===== src/rtl/core/tssl_pkg.sv =====
// shared types and constants for the timer schedule sorted list
`timescale 1ns / 1ps

package tssl_pkg;

   localparam int LIST_ENTRIES_DEFAULT = 16;
   localparam int KEY_WIDTH            = 42;
   localparam int ENTRY_WIDTH          = KEY_WIDTH + 4 + 1;

   typedef enum logic [1:0] {
      OP_CLEAR  = 2'd0,
      OP_INSERT = 2'd1,
      OP_TOGGLE = 2'd2,
      OP_READ   = 2'd3
   } op_type;

   typedef enum logic [1:0] {
      STATUS_OK       = 2'd0,
      STATUS_FULL     = 2'd1,
      STATUS_BEYOND   = 2'd2,
      STATUS_INACTIVE = 2'd3
   } status_type;

   typedef struct packed {
      op_type      operation;
      logic [3:0]  slot_index;
      logic        slot_active;
      logic [15:0] wake_year;
      logic [3:0]  wake_month;
      logic [4:0]  wake_day;
      logic [16:0] wake_seconds;
      logic [3:0]  position;
   } req_type;

   typedef struct packed {
      status_type  status;
      logic [3:0]  where_placed;
      logic [3:0]  stored_slot;
      logic        keep_mark;
      logic [4:0]  entry_count;
      logic        any_unmarked;
   } rsp_type;

   typedef struct packed {
      logic [KEY_WIDTH-1:0] sort_key;
      logic [3:0]           slot;
      logic                 mark;
   } entry_type;

endpackage


===== src/rtl/core/tssl_ram.sv =====
// generic single-write, single-read ram with registered read data
`timescale 1ns / 1ps

module tssl_ram #(
   parameter int WIDTH = 8,
   parameter int DEPTH = 16
) (
   input  logic                     clock,
   input  logic                     wr_en,
   input  logic [$clog2(DEPTH)-1:0] wr_addr,
   input  logic [WIDTH-1:0]         wr_data,
   input  logic                     rd_en,
   input  logic [$clog2(DEPTH)-1:0] rd_addr,
   output logic [WIDTH-1:0]         rd_data
);

   logic [WIDTH-1:0] mem_ff [DEPTH];
   logic [WIDTH-1:0] rd_data_ff;

   always_ff @(posedge clock) begin
      if (wr_en) begin
         mem_ff[wr_addr] <= wr_data;
      end
      if (rd_en) begin
         rd_data_ff <= mem_ff[rd_addr];
      end
   end

   assign rd_data = rd_data_ff;

endmodule


===== src/rtl/core/timer_schedule_sorted_list.sv =====
// top level: wake-up ordered timer slot list with ram-based insertion sequencer
`timescale 1ns / 1ps

// A command is taken when start is high and busy is low; its result appears on
// rsp_data with rsp_strobe, which is high for exactly one cycle, the cycle after the command
// finishes, and cannot be held off. Clear, inactive or full inserts and
// out-of-range toggles or reads finish in the accept cycle. An in-range read or
// toggle reads the ram, then for a toggle modifies and writes back the entry.
// An insert moves the entries behind its landing position up by one, one per
// cycle, through the single read and write port of the entry ram, each read
// compared against the new key the cycle after it is issued.
// The ram needs no clearing after reset.
module timer_schedule_sorted_list
   import tssl_pkg::*;
#(
   parameter int LIST_ENTRIES = LIST_ENTRIES_DEFAULT
) (
   input  logic    clock,
   input  logic    reset,
   input  logic    start,
   output logic    busy,
   input  req_type req_data,
   output logic    rsp_strobe,
   output rsp_type rsp_data
);

   localparam int IW   = $clog2(LIST_ENTRIES);
   localparam int CW   = $clog2(LIST_ENTRIES + 1);
   localparam int CMPW = (CW > 4) ? CW : 4;

   typedef enum logic [3:0] {
      ST_IDLE   = 4'b0001,
      ST_SHIFT  = 4'b0010,
      ST_PLACE  = 4'b0100,
      ST_ACCESS = 4'b1000
   } state_type;

   state_type         state_ff, state_in;
   logic [CW-1:0]     len_ff, len_in;
   logic [CW-1:0]     unmark_ff, unmark_in;
   logic [IW-1:0]     p_ff, p_in;
   req_type           req_ff, req_in;
   rsp_type           rsp_ff, rsp_in;
   logic              rsp_strobe_ff, rsp_strobe_in;

   logic              ram_we, ram_re;
   logic [IW-1:0]     ram_waddr, ram_raddr;
   entry_type         ram_wdata, rd_entry, new_entry;
   logic [ENTRY_WIDTH-1:0] ram_rdata;

   assign rd_entry  = entry_type'(ram_rdata);
   assign new_entry = '{sort_key: {req_ff.wake_year, req_ff.wake_month,
                                   req_ff.wake_day, req_ff.wake_seconds},
                        slot: req_ff.slot_index, mark: 1'b1};

   tssl_ram #(
      .WIDTH (ENTRY_WIDTH),
      .DEPTH (LIST_ENTRIES)
   ) u_entry_ram (
      .clock   (clock),
      .wr_en   (ram_we),
      .wr_addr (ram_waddr),
      .wr_data (ram_wdata),
      .rd_en   (ram_re),
      .rd_addr (ram_raddr),
      .rd_data (ram_rdata)
   );

   always_comb begin
      state_in      = state_ff;
      len_in        = len_ff;
      unmark_in     = unmark_ff;
      p_in          = p_ff;
      req_in        = req_ff;
      rsp_in        = rsp_ff;
      rsp_strobe_in = 1'b0;
      ram_we        = 1'b0;
      ram_waddr     = p_ff;
      ram_wdata     = new_entry;
      ram_re        = 1'b0;
      ram_raddr     = p_ff - 1'b1;

      case (state_ff)
         ST_IDLE: begin
            if (start) begin
               req_in              = req_data;
               rsp_in.status       = STATUS_OK;
               rsp_in.where_placed = '0;
               rsp_in.stored_slot  = '0;
               rsp_in.keep_mark    = 1'b0;
               case (req_data.operation)
                  OP_CLEAR: begin
                     len_in        = '0;
                     unmark_in     = '0;
                     rsp_strobe_in = 1'b1;
                  end
                  OP_INSERT: begin
                     if (!req_data.slot_active) begin
                        rsp_in.status = STATUS_INACTIVE;
                        rsp_strobe_in = 1'b1;
                     end else if (len_ff == CW'(LIST_ENTRIES)) begin
                        rsp_in.status = STATUS_FULL;
                        rsp_strobe_in = 1'b1;
                     end else if (len_ff == '0) begin
                        p_in     = '0;
                        state_in = ST_PLACE;
                     end else begin
                        ram_re    = 1'b1;
                        ram_raddr = IW'(len_ff - 1'b1);
                        p_in      = IW'(len_ff);
                        state_in  = ST_SHIFT;
                     end
                  end
                  default: begin
                     rsp_in.where_placed = req_data.position;
                     if (CMPW'(req_data.position) >= CMPW'(len_ff)) begin
                        rsp_in.status = STATUS_BEYOND;
                        rsp_strobe_in = 1'b1;
                     end else begin
                        ram_re    = 1'b1;
                        ram_raddr = IW'(req_data.position);
                        p_in      = IW'(req_data.position);
                        state_in  = ST_ACCESS;
                     end
                  end
               endcase
            end
         end
         ST_SHIFT: begin
            if (new_entry.sort_key > rd_entry.sort_key) begin
               state_in = ST_PLACE;
            end else begin
               ram_we    = 1'b1;
               ram_waddr = p_ff;
               ram_wdata = rd_entry;
               p_in      = p_ff - 1'b1;
               if (p_ff == IW'(1)) begin
                  state_in = ST_PLACE;
               end else begin
                  ram_re    = 1'b1;
                  ram_raddr = p_ff - IW'(2);
               end
            end
         end
         ST_PLACE: begin
            ram_we              = 1'b1;
            ram_waddr           = p_ff;
            ram_wdata           = new_entry;
            len_in              = len_ff + 1'b1;
            rsp_in.status       = STATUS_OK;
            rsp_in.where_placed = 4'(p_ff);
            rsp_in.stored_slot  = req_ff.slot_index;
            rsp_in.keep_mark    = 1'b1;
            rsp_strobe_in       = 1'b1;
            state_in            = ST_IDLE;
         end
         ST_ACCESS: begin
            rsp_in.status       = STATUS_OK;
            rsp_in.where_placed = 4'(p_ff);
            rsp_in.stored_slot  = rd_entry.slot;
            rsp_in.keep_mark    = rd_entry.mark;
            if (req_ff.operation == OP_TOGGLE) begin
               ram_we           = 1'b1;
               ram_waddr        = p_ff;
               ram_wdata        = '{sort_key: rd_entry.sort_key, slot: rd_entry.slot,
                                    mark: !rd_entry.mark};
               rsp_in.keep_mark = !rd_entry.mark;
               unmark_in        = rd_entry.mark ? unmark_ff + 1'b1 : unmark_ff - 1'b1;
            end
            rsp_strobe_in = 1'b1;
            state_in      = ST_IDLE;
         end
         default: begin
            state_in = ST_IDLE;
         end
      endcase

      if (rsp_strobe_in) begin
         rsp_in.entry_count  = 5'(len_in);
         rsp_in.any_unmarked = (unmark_in != '0);
      end
   end

   always_ff @(posedge clock) begin
      if (reset) begin
         state_ff      <= ST_IDLE;
         len_ff        <= '0;
         unmark_ff     <= '0;
         rsp_strobe_ff <= 1'b0;
      end else begin
         state_ff      <= state_in;
         len_ff        <= len_in;
         unmark_ff     <= unmark_in;
         rsp_strobe_ff <= rsp_strobe_in;
      end
   end

   always_ff @(posedge clock) begin
      p_ff   <= p_in;
      req_ff <= req_in;
      rsp_ff <= rsp_in;
   end

   assign busy       = (state_ff != ST_IDLE);
   assign rsp_strobe = rsp_strobe_ff;
   assign rsp_data   = rsp_ff;

   a_len_bound: assert property (@(posedge clock) disable iff (reset)
      len_ff <= CW'(LIST_ENTRIES))
      else $error("entry count beyond capacity");

   a_unmark_bound: assert property (@(posedge clock) disable iff (reset)
      unmark_ff <= len_ff)
      else $error("unmarked count exceeds entry count");

   a_shift_pos: assert property (@(posedge clock) disable iff (reset)
      (state_ff == ST_SHIFT) |-> (p_ff != '0) && (CW'(p_ff) <= len_ff))
      else $error("shift position out of list");

   a_write_busy: assert property (@(posedge clock) disable iff (reset)
      ram_we |-> (state_ff != ST_IDLE))
      else $error("ram write while idle");

   a_strobe_done: assert property (@(posedge clock) disable iff (reset)
      rsp_strobe |-> (state_ff == ST_IDLE))
      else $error("result shown while a command is still running");

endmodule

===== config.mk =====
export PLATFORM = sky130hd
export DESIGN_NAME = timer_schedule_sorted_list
export DESIGN_NICKNAME = d
export VERILOG_FILES = /design/src/rtl/core/tssl_pkg.sv /design/src/rtl/core/tssl_ram.sv /design/src/rtl/core/timer_schedule_sorted_list.sv
export SDC_FILE = /design/constraint.sdc
export NUM_CORES = 1
export LEC_CHECK = 0
export CORE_AREA = 2 2 249 251
export DETAILED_ROUTE_END_ITERATION = 6
export DIE_AREA = 0 0 251 253
export DONT_BUFFER_PORTS = 1
export PLACE_DENSITY = 0.85
export REMOVE_ABC_BUFFERS = 1
export SETUP_SLACK_MARGIN = 0.1
export SLEW_MARGIN = 20
export SYNTH_ARGS = -nofsm -noshare
export SYNTH_HDL_FRONTEND = slang
export SYNTH_SLANG_ARGS = --single-unit

===== constraint.sdc =====
create_clock -name clock -period 12.34 [get_ports clock]
set_clock_uncertainty 0.2 [all_clocks]
set_input_delay 0.617 -clock clock [delete_from_list [all_inputs] [get_ports clock]]
set_output_delay 0.617 -clock clock [all_outputs]
set_load 0.005 [all_outputs]

==> impl_metrics.json <==
{
  "post-route-drc-count": 0,
  "yosys-top-cells-area": "edfxtp_1, nand2_1, a21oi_1",
  "cts_root_buf": "clkbuf_16",
  "timing.reg2reg.setup_slack_ns": 5.71,
  "place_hpwl_um": 44900,
  "floorplan.rows": 91,
  "design.final.nets": 2667,
  "synth.yosys.warnings": 0,
  "post-route-util_pct": 65.8,
  "drive_above_1_share_pct": 11.0,
  "area_delta_synth_final_pct": 10.8,
  "htree_num_levels": 3,
  "syn_area_per_cell_sq_um": 14.3,
  "synthCells": 2538,
  "slew_violations": 0,
  "slew_headroom_pct": 18.6,
  "crit_type": "reg2reg",
  "layout.cell_area.non_filler_sq_mm": 0.0402,
  "tightestPinTransition_ns": 1.22,
  "synth_seq_area_share_pct": 72.7,
  "worst_ir_drop_vdd_v": 0.000146,
  "route.antenna.remaining_nets": 0,
  "num_io_pins": 75,
  "floorplan.core_area_sq_mm": 0.0610,
  "static-leakage-power_nw": 13.2,
  "finalNonFillerCells": 3407,
  "synth_largest_type_area_fraction_pct": 71.9,
  "fin_crit_share_pct": 53.7,
  "synth.ff_latch_count": 883,
  "final.setup.tns_ns": 0,
  "cp.buffers_inverters": 3,
  "tritoncts_buffers": 87,
  "vias": 23000,
  "asyncSetResetFlopFracSynth_pct": 0,
  "clk_latency_ns": 0.65,
  "timing.hold.worst.class": "in2reg",
  "last_weighted_congestion_value_of_the_routability_driven_placer": 0.844,
  "ys.flop_type": "edfxtp_1",
  "numPortBuffers": 0,
  "wirelength_um": 90700,
  "cpMaxStageDelayCell": "nor4_2",
  "place.detailed.instances": 3200,
  "layout_min_cycle_time_ns": 6.63,
  "number_of_cells_upsized_or_downsized_after_cts": 0,
  "timing.critical_path.from_type": "register",
  "timing.hold.ws_ns": 0.0280,
  "initial_standard_cell_utilization_of_the_core_pct": 59.4,
  "grt_setup_unrepaired": "false",
  "viasPerCell": 6.76,
  "library_cell_occupying_the_most_area_in_the_post_synthesis_netlist": "edfxtp_1",
  "crit_path_end_kind": "register",
  "setup_viol": 0,
  "crit_path_max_incr_delay_ns": 0.89,
  "wire_length_of_the_first_global_routing_pass_um": 135000,
  "dpl_cell_area_sq_mm": 0.0370,
  "grt_util_all_layers_pct": 28.2,
  "grt_overflow": 0,
  "crit_required_ns": 12.58,
  "die_area_sq_mm": 0.0635,
  "synth_cell_types": 76,
  "outcome": "completed",
  "grt_pass1_vias": 22800,
  "cts.path.max_buffers": 3,
  "critical_path.top_delay_family": "buffers and inverters",
  "synth_enable_flop_cells": 868,
  "clk_pin_slew_ns": 0.06,
  "timing.fmax_ghz": 0.151,
  "chipHeight_um": 253,
  "crit_chain": "ha_1 -> nand4_1 -> nor4_2 -> nand3_1 -> nor2_1 -> a21oi_1 -> a41oi_4 -> buf_4 -> buf_4 -> buf_12 -> a21oi_1 -> a32o_1 -> o221ai_2",
  "grt_start_max_net_pins": 249,
  "first_iter_violations": 3574,
  "report.final.hold_viol_count": 0,
  "critical_path_arrival_ns": 6.87,
  "worstPathMaxFanout": 248,
  "tritoncts_num_sinks": 883,
  "cap_viol_max_count": 0,
  "cell_area_after_technology_mapping_sq_mm": 0.0362,
  "firstDrtPassIters": 6,
  "die-width_um": 251,
  "power.density_cell_area_mw_per_mm2": 169,
  "clock_tree_from_tritoncts": "yes",
  "grt_antenna_before_repair": 6,
  "post_drt_wl_per_cell_um": 26.6
}
report_power, final:
part           switching (W)  internal, W  leakage [nW]  total [W]
logic               0.000606     0.000285          3.93   0.000891
registers          0.0000223      0.00337          8.02    0.00340
clock network        0.00112      0.00139          1.30    0.00251
total                0.00175      0.00505          13.2    0.00680
state kept, by name (all words and copies together) (netlist names):
signal and count:
len_ff 5, new_entry 46, p_ff 4, req_ff 2, rsp_data 17, rsp_strobe 1
state_ff 4, u_entry_ram.mem_ff 752, u_entry_ram.rd_data 47, unmark_ff 5
worst paths after layout:
check | depth (start not counted) | endpoint | startpoint
setup reg to reg | 13 | u_entry_ram.rd_data[7] | new_entry[41]
hold reg to reg | 2 | unmark_ff[3] | unmark_ff[3]
setup / recovery | 13 | u_entry_ram.rd_data[7] | new_entry[41]
hold / removal | 2 | rsp_data[14] | req_data[52]
logic make-up after synthesis:
| family | after synthesis | share of synthesized area [%] |
|---|---|---|
| flops | 883 | 72.7 |
| simple gates | 724 | 8.13 |
| compound gates | 596 | 12.7 |
| buf+inv | 220 | 2.64 |
| fa+ha+maj | 61 | 2.13 |
| mux | 47 | 1.46 |
| xor+xnor | 7 | 0.169 |
cell usage in the layout (no fill, tap or decap), types with 7 or more instances in the layout:
cell type | synthesis | routed
a211oi_1 | 8 | 8
a21oi_1 | 219 | 218
a22oi_1 | 47 | 47
a31oi_1 | 8 | 7
a32o_1 | 94 | 94
a32oi_1 | 94 | 94
buf_4 | 3 | 31
clkbuf_1 | 79 | 18
clkbuf_16 | 0 | 87
clkinv_1 | 0 | 14
clkinv_2 | 0 | 12
dfxtp_1 | 15 | 15
dlygate4sd3_1 | 0 | 51
edfxtp_1 | 868 | 868
ha_1 | 60 | 60
inv_1 | 58 | 57
mux2_2 | 46 | 46
nand2_1 | 608 | 605
nand3_1 | 13 | 13
nand4_1 | 10 | 10
nor2_1 | 40 | 26
nor2_4 | 0 | 14
nor2b_1 | 11 | 11
o21ai_0 | 26 | 25
o21ai_1 | 7 | 8
o221ai_2 | 44 | 44
metal layers:
layer,global-route usage (%),wire [um]
met5,0,25
met4,11.8,3550
met3,5.68,10000
met2,46.0,43500
met1,37.5,33500
cells in the mapped netlist (3+ instances only):
| master | n |
|---|---|
| nand2b_1 | 5 |
| a32oi_1 | 94 |
| nor4b_1 | 3 |
| xor2_1 | 3 |
| a22o_1 | 4 |
| inv_1 | 58 |
| o221ai_1 | 3 |
| nor3_1 | 9 |
| buf_1 | 10 |
| o21ai_0 | 26 |
| a221oi_1 | 5 |
| o211ai_1 | 3 |
| o21a_1 | 4 |
| nor4_1 | 3 |
| ha_1 | 60 |
| xnor2_1 | 4 |
| a22oi_1 | 47 |
| dfxtp_1 | 15 |
| o221ai_2 | 44 |
| mux2_2 | 46 |
| buf_4 | 3 |
| a211oi_1 | 8 |
| o21ai_1 | 7 |
| nor2_1 | 40 |
| nand2_1 | 608 |
| edfxtp_1 | 868 |
| nand4_1 | 10 |
| a21oi_1 | 219 |
| a32o_1 | 94 |
| nand3_1 | 13 |
| clkbuf_1 | 79 |
| nor2b_1 | 11 |
| a21o_1 | 4 |
| buf_6 | 5 |
| o21bai_1 | 3 |
| and2_1 | 3 |
| a31oi_1 | 8 |
| buf_2 | 65 |
through the flow:
step	power, W	worst slack (ns)
after floorplan	0.00418	1.85
after global placement	0.00426	6.14
after detailed placement	0.00431	6.00
after CTS	0.00680	6.00
after global routing	0.00700	5.52
final	0.00680	5.71
repair_timing:
item,in CTS,in global routing
setup buffers,0,0
hold buffers,51,0
endpoints found under the hold margin,64,0
layout make-up:
cell class,count,area (sq um)
sequential,883,26400
multi-input combinational,1435,9120
clock buffer,106,2260
antenna,4,10.0
tap,790,988
fill,3963,20900
clock inverter,46,409
inverter,58,218
timing repair buffer,85,803
Power figures use the tool's default switching activity.
